## config.mk

```make
export PLATFORM = sky130hd
export DESIGN_NAME = rle_packbits_encoder_top
export DESIGN_NICKNAME = d
export VERILOG_FILES = /design/src/rtl/rle_pb_pkg.sv /design/src/rtl/rle_pb_packer.sv /design/src/rtl/rle_pb_dpath.sv /design/src/rtl/rle_pb_ctrl.sv /design/src/rtl/rle_packbits_encoder_top.sv
export SDC_FILE = /design/constraint.sdc
export NUM_CORES = 2
export LEC_CHECK = 0
export ABC_CLOCK_PERIOD_IN_PS = 11500
export BUFFER_PORTS_ARGS = -buffer_cell sky130_fd_sc_hd__buf_2
export CAP_MARGIN = 15
export CELL_PAD_IN_SITES_DETAIL_PLACEMENT = 0
export CELL_PAD_IN_SITES_GLOBAL_PLACEMENT = 1
export CORE_UTILIZATION = 45
export DETAILED_ROUTE_END_ITERATION = 16
export GPL_ROUTABILITY_DRIVEN = 0
export PLACE_DENSITY = 0.74
export SKIP_LAST_GASP = 1
export SLEW_MARGIN = 20
export SYNTH_ARGS = -nofsm -noshare
export SYNTH_HDL_FRONTEND = slang
export SYNTH_SLANG_ARGS = --single-unit
```

## constraint.sdc

```tcl
create_clock -name clock -period 11.5 [get_ports clock]
set_input_delay 0 -clock clock [delete_from_list [all_inputs] [get_ports clock]]
set_output_delay 0 -clock clock [all_outputs]
set_load 0.02 [all_outputs]
```

## src/rtl/rle_pb_pkg.sv

```systemverilog
`timescale 1ns / 1ps
package rle_pb_pkg;

   localparam int unsigned MaxPacket = 127;
   localparam int unsigned LookDepth = MaxPacket + 1;
   localparam int unsigned PtrW      = $clog2(LookDepth);
   localparam int unsigned FillW     = $clog2(LookDepth + 1);
   localparam int unsigned LenW      = $clog2(MaxPacket + 1);
   localparam int unsigned RawW      = 17;
   localparam int unsigned CodedW    = 18;
   localparam int unsigned RspW      = 104;

   localparam logic [LenW-1:0] MinRunFloor = LenW'(3);
   localparam logic [LenW-1:0] MinRunReset = LenW'(3);
   localparam logic [RawW-1:0] RawSat      = RawW'(65536);
   localparam logic [CodedW-1:0] CodedSat  = CodedW'(131072);

   typedef struct packed {
      logic accept;
      logic take;
      logic hdr_send;
      logic body_send;
      logic frame_clear;
   } cmd_type;

   typedef struct packed {
      logic pkt_ready;
      logic frame_end;
      logic body_last;
      logic byte_ready;
   } stat_type;

endpackage

```

## src/rtl/rle_pb_packer.sv

```systemverilog
`timescale 1ns / 1ps
module rle_pb_packer (
   input  logic                         clock,
   input  logic                         reset,
   input  logic                         byte_valid,
   input  logic [7:0]                   byte_data,
   input  logic                         byte_final,
   output logic                         byte_ready,
   input  logic                         raw_inc,
   output logic                         rsp_tvalid,
   input  logic                         rsp_tready,
   // byte_count, byte0..byte7, compressed_size, original_size, zero pad
   output logic [rle_pb_pkg::RspW-1:0]  rsp_tdata,
   output logic                         rsp_tlast
);

   logic [63:0]                     word_ff, word_in;
   logic [2:0]                      fill_ff, fill_in;
   logic [rle_pb_pkg::RawW-1:0]     raw_ff, raw_in;
   logic [rle_pb_pkg::CodedW-1:0]   coded_ff, coded_in, coded_next;
   logic                            out_v_ff, out_v_in;
   logic [3:0]                      cnt_ff;
   logic [63:0]                     bytes_ff;
   logic                            last_ff;
   logic [rle_pb_pkg::CodedW-1:0]   csize_ff;
   logic [rle_pb_pkg::RawW-1:0]     osize_ff;
   logic                            completing, fire;
   logic [63:0]                     merged;

   assign completing = (fill_ff == 3'd7) || byte_final;
   assign byte_ready = !completing || !out_v_ff || rsp_tready;
   assign fire       = byte_valid && byte_ready;
   assign merged     = word_ff | ({56'd0, byte_data} << {fill_ff, 3'b000});
   assign coded_next = (coded_ff < rle_pb_pkg::CodedSat) ? coded_ff + 1'b1 : coded_ff;

   always_comb begin
      word_in  = word_ff;
      fill_in  = fill_ff;
      coded_in = coded_ff;
      raw_in   = raw_ff;
      out_v_in = out_v_ff && !rsp_tready;
      if (raw_inc && raw_ff < rle_pb_pkg::RawSat) begin
         raw_in = raw_ff + 1'b1;
      end
      if (fire) begin
         coded_in = coded_next;
         if (completing) begin
            word_in  = 64'd0;
            fill_in  = 3'd0;
            out_v_in = 1'b1;
            if (byte_final) begin
               coded_in = '0;
               raw_in   = '0;
            end
         end else begin
            word_in = merged;
            fill_in = fill_ff + 1'b1;
         end
      end
   end

   always_ff @(posedge clock) begin
      if (reset) begin
         word_ff  <= 64'd0;
         fill_ff  <= 3'd0;
         raw_ff   <= '0;
         coded_ff <= '0;
         out_v_ff <= 1'b0;
      end else begin
         word_ff  <= word_in;
         fill_ff  <= fill_in;
         raw_ff   <= raw_in;
         coded_ff <= coded_in;
         out_v_ff <= out_v_in;
      end
   end

   always_ff @(posedge clock) begin
      if (fire && completing) begin
         cnt_ff   <= {1'b0, fill_ff} + 4'd1;
         bytes_ff <= merged;
         last_ff  <= byte_final;
         csize_ff <= byte_final ? coded_next : '0;
         osize_ff <= byte_final ? raw_ff : '0;
      end
   end

   assign rsp_tvalid = out_v_ff;
   assign rsp_tlast  = last_ff;
   assign rsp_tdata  = {1'b0, osize_ff, csize_ff, bytes_ff, cnt_ff};

   property p_full_word_unless_final;
      @(posedge clock) disable iff (reset)
         (fire && completing && !byte_final) |=> (cnt_ff == 4'd8);
   endproperty
   a_full_word_unless_final: assert property (p_full_word_unless_final)
      else $error("non-final word left with fewer than eight bytes");

   property p_hold_when_stalled;
      @(posedge clock) disable iff (reset)
         (out_v_ff && !rsp_tready) |=> out_v_ff;
   endproperty
   a_hold_when_stalled: assert property (p_hold_when_stalled)
      else $error("pending word dropped while stalled");

   property p_counts_clear_after_final;
      @(posedge clock) disable iff (reset)
         (fire && byte_final) |=> (coded_ff == '0 && fill_ff == 3'd0);
   endproperty
   a_counts_clear_after_final: assert property (p_counts_clear_after_final)
      else $error("frame state not cleared after final word");

endmodule

```

## src/rtl/rle_pb_dpath.sv

```systemverilog
`timescale 1ns / 1ps
module rle_pb_dpath (
   input  logic                         clock,
   input  logic                         reset,
   input  rle_pb_pkg::cmd_type          cmd,
   output rle_pb_pkg::stat_type         stat,
   input  logic [7:0]                   in_byte,
   input  logic                         in_last,
   input  logic                         csr_valid,
   output logic                         csr_ready,
   input  logic [6:0]                   csr_data,
   output logic                         rsp_tvalid,
   input  logic                         rsp_tready,
   output logic [rle_pb_pkg::RspW-1:0]  rsp_tdata,
   output logic                         rsp_tlast
);

   localparam logic [1:0] MODE_RUN   = 2'd0;
   localparam logic [1:0] MODE_BREAK = 2'd1;
   localparam logic [1:0] MODE_LIT   = 2'd2;

   localparam logic [rle_pb_pkg::FillW-1:0] FillFull =
      rle_pb_pkg::FillW'(rle_pb_pkg::LookDepth);
   localparam logic [rle_pb_pkg::FillW-1:0] FillMaxRun =
      rle_pb_pkg::FillW'(rle_pb_pkg::MaxPacket);
   localparam logic [rle_pb_pkg::LenW-1:0] LenMax =
      rle_pb_pkg::LenW'(rle_pb_pkg::MaxPacket);

   function automatic logic [rle_pb_pkg::LenW-1:0] LenW1();
      return rle_pb_pkg::LenW'(1);
   endfunction

   logic [7:0]                       mem [0:rle_pb_pkg::LookDepth-1];
   logic [7:0]                       mem_q_ff;
   logic [rle_pb_pkg::LenW-1:0]      min_run_ff;
   logic [rle_pb_pkg::FillW-1:0]     fill_ff;
   logic [rle_pb_pkg::PtrW-1:0]      head_ff, rd_ff, rd_in, tail;
   logic [1:0]                       mode_ff;
   logic [rle_pb_pkg::LenW-1:0]      streak_ff;
   logic                             ended_ff;
   logic [7:0]                       prev_ff;
   logic [7:0]                       hdr_ff;
   logic [rle_pb_pkg::LenW-1:0]      remain_ff;
   logic                             final_ff;
   logic [rle_pb_pkg::LenW-1:0]      m;
   logic                             f_ge_m;
   logic                             pkt, rep;
   logic [rle_pb_pkg::LenW-1:0]      len;
   logic [rle_pb_pkg::FillW-1:0]     fill_left;
   logic                             body_fire;
   logic                             byte_ready;

   assign m      = (min_run_ff < rle_pb_pkg::MinRunFloor) ? rle_pb_pkg::MinRunFloor
                                                          : min_run_ff;
   assign f_ge_m = fill_ff >= {1'b0, m};
   assign tail   = head_ff + fill_ff[rle_pb_pkg::PtrW-1:0];

   // Packet decision for the head of the pending bytes.
   always_comb begin
      pkt = 1'b0;
      rep = 1'b0;
      len = '0;
      case (mode_ff)
         MODE_RUN: begin
            if (fill_ff != '0) begin
               if (f_ge_m && (fill_ff == FillMaxRun || ended_ff)) begin
                  pkt = 1'b1;
                  rep = 1'b1;
                  len = fill_ff[rle_pb_pkg::LenW-1:0];
               end else if (ended_ff) begin
                  pkt = 1'b1;
                  len = fill_ff[rle_pb_pkg::LenW-1:0];
               end
            end
         end
         MODE_BREAK: begin
            pkt = 1'b1;
            rep = 1'b1;
            len = rle_pb_pkg::LenW'(fill_ff - 1'b1);
         end
         MODE_LIT: begin
            if (streak_ff == m) begin
               pkt = 1'b1;
               len = rle_pb_pkg::LenW'(fill_ff - {1'b0, m});
            end else if (fill_ff == FillFull) begin
               pkt = 1'b1;
               len = LenMax;
            end else if (ended_ff) begin
               pkt = 1'b1;
               len = fill_ff[rle_pb_pkg::LenW-1:0];
            end
         end
         default: begin
            pkt = 1'b0;
         end
      endcase
   end

   assign fill_left = fill_ff - {1'b0, len};
   assign body_fire = cmd.body_send && byte_ready;
   assign rd_in     = cmd.take ? head_ff : (body_fire ? rd_ff + 1'b1 : rd_ff);

   always_ff @(posedge clock) begin
      if (cmd.accept) begin
         mem[tail] <= in_byte;
      end
      mem_q_ff <= mem[rd_in];
   end

   always_ff @(posedge clock) begin
      if (reset) begin
         min_run_ff <= rle_pb_pkg::MinRunReset;
         fill_ff    <= '0;
         head_ff    <= '0;
         rd_ff      <= '0;
         mode_ff    <= MODE_RUN;
         streak_ff  <= '0;
         ended_ff   <= 1'b0;
         remain_ff  <= '0;
         final_ff   <= 1'b0;
      end else begin
         rd_ff <= rd_in;
         if (csr_valid) begin
            min_run_ff <= csr_data;
         end
         if (cmd.accept) begin
            fill_ff  <= fill_ff + 1'b1;
            ended_ff <= in_last;
            if (mode_ff == MODE_LIT) begin
               streak_ff <= (in_byte == prev_ff) ? streak_ff + 1'b1 : LenW1();
            end else if (fill_ff != '0 && in_byte != prev_ff) begin
               // A run at the head is broken by a different byte.
               mode_ff   <= f_ge_m ? MODE_BREAK : MODE_LIT;
               streak_ff <= LenW1();
            end
         end
         if (cmd.take) begin
            // What remains after any packet is a plain run at the head.
            head_ff   <= head_ff + len;
            fill_ff   <= fill_left;
            mode_ff   <= MODE_RUN;
            remain_ff <= rep ? LenW1() : len;
            final_ff  <= ended_ff && (fill_left == '0);
         end else if (body_fire) begin
            remain_ff <= remain_ff - 1'b1;
         end
         if (cmd.frame_clear) begin
            ended_ff <= 1'b0;
         end
      end
   end

   always_ff @(posedge clock) begin
      if (cmd.accept) begin
         prev_ff <= in_byte;
      end
      if (cmd.take) begin
         hdr_ff <= {rep, len};
      end
   end

   rle_pb_packer u_packer (
      .clock      (clock),
      .reset      (reset),
      .byte_valid (cmd.hdr_send || cmd.body_send),
      .byte_data  (cmd.hdr_send ? hdr_ff : mem_q_ff),
      .byte_final (cmd.body_send && remain_ff == LenW1() && final_ff),
      .byte_ready (byte_ready),
      .raw_inc    (cmd.accept),
      .rsp_tvalid (rsp_tvalid),
      .rsp_tready (rsp_tready),
      .rsp_tdata  (rsp_tdata),
      .rsp_tlast  (rsp_tlast)
   );

   assign csr_ready       = 1'b1;
   assign stat.pkt_ready  = pkt;
   assign stat.frame_end  = ended_ff && (fill_ff == '0);
   assign stat.body_last  = remain_ff == LenW1();
   assign stat.byte_ready = byte_ready;

   property p_fill_bound;
      @(posedge clock) disable iff (reset) fill_ff <= FillFull;
   endproperty
   a_fill_bound: assert property (p_fill_bound)
      else $error("lookahead fill beyond its depth");

   property p_take_nonempty;
      @(posedge clock) disable iff (reset) cmd.take |-> (fill_ff != '0 && len != '0);
   endproperty
   a_take_nonempty: assert property (p_take_nonempty)
      else $error("packet taken from an empty lookahead");

   property p_break_has_run;
      @(posedge clock) disable iff (reset)
         (mode_ff == MODE_BREAK) |-> (fill_ff > {1'b0, m});
   endproperty
   a_break_has_run: assert property (p_break_has_run)
      else $error("broken run shorter than the repeat threshold");

endmodule

```

## src/rtl/rle_pb_ctrl.sv

```systemverilog
`timescale 1ns / 1ps
module rle_pb_ctrl (
   input  logic                  clock,
   input  logic                  reset,
   input  logic                  req_tvalid,
   output logic                  req_tready,
   input  rle_pb_pkg::stat_type  stat,
   output rle_pb_pkg::cmd_type   cmd
);

   localparam logic [1:0] S_IDLE   = 2'd0;
   localparam logic [1:0] S_DECIDE = 2'd1;
   localparam logic [1:0] S_HDR    = 2'd2;
   localparam logic [1:0] S_BODY   = 2'd3;

   logic [1:0] state_ff, state_in;

   always_comb begin
      state_in        = state_ff;
      cmd             = '0;
      req_tready      = 1'b0;
      case (state_ff)
         S_IDLE: begin
            req_tready = 1'b1;
            if (req_tvalid) begin
               cmd.accept = 1'b1;
               state_in   = S_DECIDE;
            end
         end
         S_DECIDE: begin
            if (stat.pkt_ready) begin
               cmd.take = 1'b1;
               state_in = S_HDR;
            end else begin
               cmd.frame_clear = stat.frame_end;
               state_in        = S_IDLE;
            end
         end
         S_HDR: begin
            cmd.hdr_send = 1'b1;
            if (stat.byte_ready) begin
               state_in = S_BODY;
            end
         end
         S_BODY: begin
            cmd.body_send = 1'b1;
            if (stat.byte_ready && stat.body_last) begin
               state_in = S_DECIDE;
            end
         end
         default: begin
            state_in = S_IDLE;
         end
      endcase
   end

   always_ff @(posedge clock) begin
      if (reset) begin
         state_ff <= S_IDLE;
      end else begin
         state_ff <= state_in;
      end
   end

   property p_take_then_header;
      @(posedge clock) disable iff (reset) cmd.take |=> (state_ff == S_HDR);
   endproperty
   a_take_then_header: assert property (p_take_then_header)
      else $error("packet taken without header phase");

   property p_accept_then_decide;
      @(posedge clock) disable iff (reset) cmd.accept |=> (state_ff == S_DECIDE);
   endproperty
   a_accept_then_decide: assert property (p_accept_then_decide)
      else $error("accepted byte not followed by a decision");

   property p_one_command;
      @(posedge clock) disable iff (reset)
         $onehot0({cmd.accept, cmd.take, cmd.hdr_send, cmd.body_send});
   endproperty
   a_one_command: assert property (p_one_command)
      else $error("conflicting datapath commands");

endmodule

```

## src/rtl/rle_packbits_encoder_top.sv

```systemverilog
`timescale 1ns / 1ps
// Channel   Direction  Handshake                Payload
// req       in         req_tvalid/req_tready    tdata: data_byte; tlast: last_in
// rsp       out        rsp_tvalid/rsp_tready    tdata: word + sizes; tlast: last_out
// csr       in         csr_valid/csr_ready      csr_data: min_run
//
// Each raw byte is accepted into the 128-entry lookahead memory and then goes
// to the packet decision. A packet it completes is sent as a header byte and then
// its body bytes, read one per cycle from the memory port unless the packer stalls.
// Reset is synchronous; the lookahead memory needs no clearing.
// A stalled result channel holds the packer, and with it the controller.
module rle_packbits_encoder_top (
   input  logic                         clock,
   input  logic                         reset,
   input  logic                         req_tvalid,
   output logic                         req_tready,
   // [7:0] data_byte
   input  logic [7:0]                   req_tdata,
   input  logic                         req_tlast,
   output logic                         rsp_tvalid,
   input  logic                         rsp_tready,
   // [3:0] byte_count, [67:4] byte0..byte7, [85:68] compressed_size,
   // [102:86] original_size, [103] zero
   output logic [rle_pb_pkg::RspW-1:0]  rsp_tdata,
   output logic                         rsp_tlast,
   input  logic                         csr_valid,
   output logic                         csr_ready,
   input  logic [6:0]                   csr_data
);

   rle_pb_pkg::cmd_type  cmd;
   rle_pb_pkg::stat_type stat;

   rle_pb_ctrl u_ctrl (
      .clock      (clock),
      .reset      (reset),
      .req_tvalid (req_tvalid),
      .req_tready (req_tready),
      .stat       (stat),
      .cmd        (cmd)
   );

   rle_pb_dpath u_dpath (
      .clock      (clock),
      .reset      (reset),
      .cmd        (cmd),
      .stat       (stat),
      .in_byte    (req_tdata),
      .in_last    (req_tlast),
      .csr_valid  (csr_valid),
      .csr_ready  (csr_ready),
      .csr_data   (csr_data),
      .rsp_tvalid (rsp_tvalid),
      .rsp_tready (rsp_tready),
      .rsp_tdata  (rsp_tdata),
      .rsp_tlast  (rsp_tlast)
   );

endmodule
```

==> metrics.csv <==
metric,value,unit
outcome,completed,
Final #Nets,5458,
Leak,25.4,nW
YS warnings,0,
die width,385,um
CTS tree,yes,
Post-DP Area,68400,um^2
#FFs+latches synth,1304,
post-synth top area cell,edfxtp_1,
met3 GRT Util,4.75,%
initial antenna violation count,2,
Sink Count,1304,
H-tree level count,4,
layout cell share with drive strength beyond 1,11.1,%
Multi-input gate area,26600,um^2
"Cell Count, Final, Fillers Out",7425,
final instance area,73300,um^2
number of synthesized flops with an enable pin,1144,
GRT overflow,0,
starting density of the core,45.3,%
CP Capture Type,flip-flop,
Total GRT Usage,27.2,%
largest cells by area after synthesis,"edfxtp_1 (52%), mux2i_1 (12%), dfxtp_1 (4.8%)",
"Seq/Total Area, Yosys",56.9,%
# resized after CTS,0,
share of the synthesized area in the top cell type,52.0,%
die area,148000,um^2
vias per inst,6.55,
vias in the first global route,46500,
worst-path maximum fanout,56,
Final ANT Viol Nets,0,
Die H,385,um
initial drt markers,5055,
Hold Crit Class,primary input to flip-flop,
final setup fails,0,
Synth cell types,109,
Crit Path Class,flip-flop to flip-flop,
M2 GR Usage,43.4,%
PwrDens,176,nW/um^2
worst path required time,12180,ps
Layout area overhead,11.0,%
DP Wirelength,123000,um
Row Count,140,
placed cells,7125,
Peak VDD IR,0.142,mV
Pre-antenna DRT Iters,6,
M1 GR Usage,36.6,%
minimum clock period,6880,ps
fin crit share,59.8,%
"Clk Latency, worst-skew pair",790,ps
max cap viols,0,
Inserted Clock Buffers,145,
unrepaired setup endpoints after global routing,no,
layer with the highest usage,met2,
Fillers,12600,
area of the core,146000,um^2
Mapped Area,66100,um^2
setup_tns,0,ps
final WL,207000,um
clk root buf,clkbuf_16,
final hold viol count,0,
global-route wire length before repair,303000,um
Post-Syn Area per Cell,12.3,um^2
Sequential cell area,37600,um^2
largest net degree at the start of global routing,138,
I/O pins,129,
syn_nets,5457,
CTS Hold Bufs,35,
clock transition at the registers of the reported paths,60,ps
via count,48600,
Max Buffers Root-to-Sink,3,
Hold WS,127,ps
Mapped Cells,5390,
dominant synthesized flop cell,edfxtp_1,
Clock Skew,27.1,ps
relative slew slack,14.7,%
measured slew at the worst slew-check pin,1260,ps
ys async rst share,0,%
Critical Path AT,7550,ps
drt drc,0,
crit start category,flip-flop,
f_max,0.145,GHz
post-CTS setup buffer count,0,
Final Power,0.0129,W
Max Slew Vio Count,0,
PortBufs,126,
average wire per standard cell,27.9,um
==> sequential cells by signal (all words and copies together), names as in the netlist, 8 cells and up <==
signal,flops
u_dpath.mem,1024
u_dpath.u_packer.bytes_ff,64
u_dpath.u_packer.word_ff,64
u_dpath.u_packer.coded_ff,18
u_dpath.u_packer.csize_ff,18
u_dpath.u_packer.osize_ff,17
u_dpath.u_packer.raw_ff,17
u_dpath.fill_ff,8
u_dpath.hdr_ff,8
u_dpath.mem_q_ff,8
u_dpath.prev_ff,8
==> synth_stat cells, types with 13 or more instances <==
cell type / count
and2_1: 23
nand3_1: 91
clkbuf_1: 243
and4b_1: 16
o31ai_1: 22
nor4_1: 18
o221ai_1: 124
a2111oi_0: 129
edfxtp_1: 1144
o21a_1: 82
buf_2: 119
buf_1: 31
nand2_1: 231
nor2_1: 355
a21oi_1: 424
nand4_1: 26
a21o_1: 59
ha_1: 42
o21ai_1: 13
dfxtp_1: 160
nand3b_1: 16
a221oi_1: 64
buf_4: 20
a22o_1: 16
o22ai_1: 278
a211o_1: 58
xor2_1: 44
a211oi_1: 65
o22a_1: 21
o21ai_0: 126
and3_1: 27
mux2_2: 99
xnor2_1: 44
o21bai_1: 36
inv_1: 41
a31oi_1: 27
nor3_1: 31
mux2i_1: 796
nor2b_1: 26
==> layout by cell type (no fill, tap or decap), types with 21 or more instances in the layout <==
| cell | instances |
|---|---|
| o221ai_1 | 124 |
| o22ai_1 | 277 |
| o31ai_1 | 22 |
| o21bai_1 | 36 |
| a211oi_1 | 65 |
| inv_1 | 41 |
| buf_2 | 118 |
| nor2_1 | 350 |
| nand4_1 | 26 |
| mux2_2 | 99 |
| nand3_1 | 91 |
| mux2i_1 | 792 |
| edfxtp_1 | 1144 |
| a21o_1 | 59 |
| xor2_1 | 44 |
| buf_4 | 111 |
| a211o_1 | 57 |
| o21a_1 | 81 |
| nor3_1 | 31 |
| and3_1 | 27 |
| o22a_1 | 21 |
| dlygate4sd3_1 | 35 |
| a31oi_1 | 27 |
| clkinv_1 | 30 |
| clkbuf_16 | 150 |
| clkbuf_1 | 35 |
| clkinv_2 | 23 |
| nor2b_1 | 26 |
| and2_1 | 23 |
| a2111oi_0 | 117 |
| xnor2_1 | 44 |
| dfxtp_1 | 159 |
| a221oi_1 | 64 |
| nand2_1 | 229 |
| a21oi_1 | 424 |
| o21ai_0 | 125 |
| ha_1 | 41 |
==> cell families after synthesis <==
logic type | share of synthesized area, %
other | 0.0114
xor gates and xnor gates | 1.17
and+or+nand+nor | 6.80
AOI/OAI and AO/OA | 17.2
buffers and inverters | 3.06
DFF | 56.9
adders and majority gates | 0.917
muxes | 13.9
==> critical path, stage by stage (launching register included) <==
cell       delay [ps]
dfxtp_1           350
nor3_2            370
a21o_1            180
ha_1              160
inv_1              80
fa_1              440
nand3_1           120
a21oi_1           100
o311a_1           420
or2_0             400
o21ai_4           200
buf_4             440
inv_4             340
a31oi_4           640
buf_4             700
a21oi_1            80
a211o_1           340
o31ai_1           590
nor4_2            270
a2111oi_2         390
==> path summary, 6_finish.rpt <==
check / cells after the start / from / slack, ps / to
hold reg to reg: 2 / u_dpath.u_packer.word_ff[26] / 460 / u_dpath.u_packer.word_ff[26]
setup reg to reg: 19 / u_dpath.min_run_ff[6] / 4620 / u_dpath.mem_q_ff[4]
hold / removal: 2 / req_tdata[3] / 130 / u_dpath.mem[118][3]
setup / recovery: 19 / u_dpath.min_run_ff[6] / 4620 / u_dpath.mem_q_ff[4]
==> power by group <==
group          internal [W]  total, W  leakage, nW  switching [W]
registers           0.00521   0.00531         11.6      0.0000970
clock network       0.00261   0.00455         2.25        0.00194
logic              0.000995   0.00303         11.5        0.00204
==> final cells by class <==
| type | instances | area share [%] |
|---|---|---|
| Multi-Input combinational cell | 3621 | 36.3 |
| Timing Repair Buffer | 274 | 2.69 |
| Inverter | 45 | 0.234 |
| Clock inverter | 75 | 0.933 |
| Clock buffer | 187 | 5.33 |
| Sequential cell | 1304 | 51.2 |
| Tap cell | 1917 | 3.27 |
| Antenna cell | 2 | 0.00682 |
==> stage by stage <==
step / worst slack, ps / utilization, %
floorplan: 4470 / -
global placement: 4750 / 46.9
detailed placement: 4730 / 46.9
CTS: 4680 / 50.3
global route: 4350 / 50.3
finish: 4620 / 50.3
==> routing by layer <==
layer | up-vias | routed length, um
li1 | 21400 | -
met1 | 24600 | 85900
met2 | 2230 | 96600
met3 | 425 | 16900
met4 | 0 | 7860
met5 | - | 0
(Power assumes the default switching activity.)
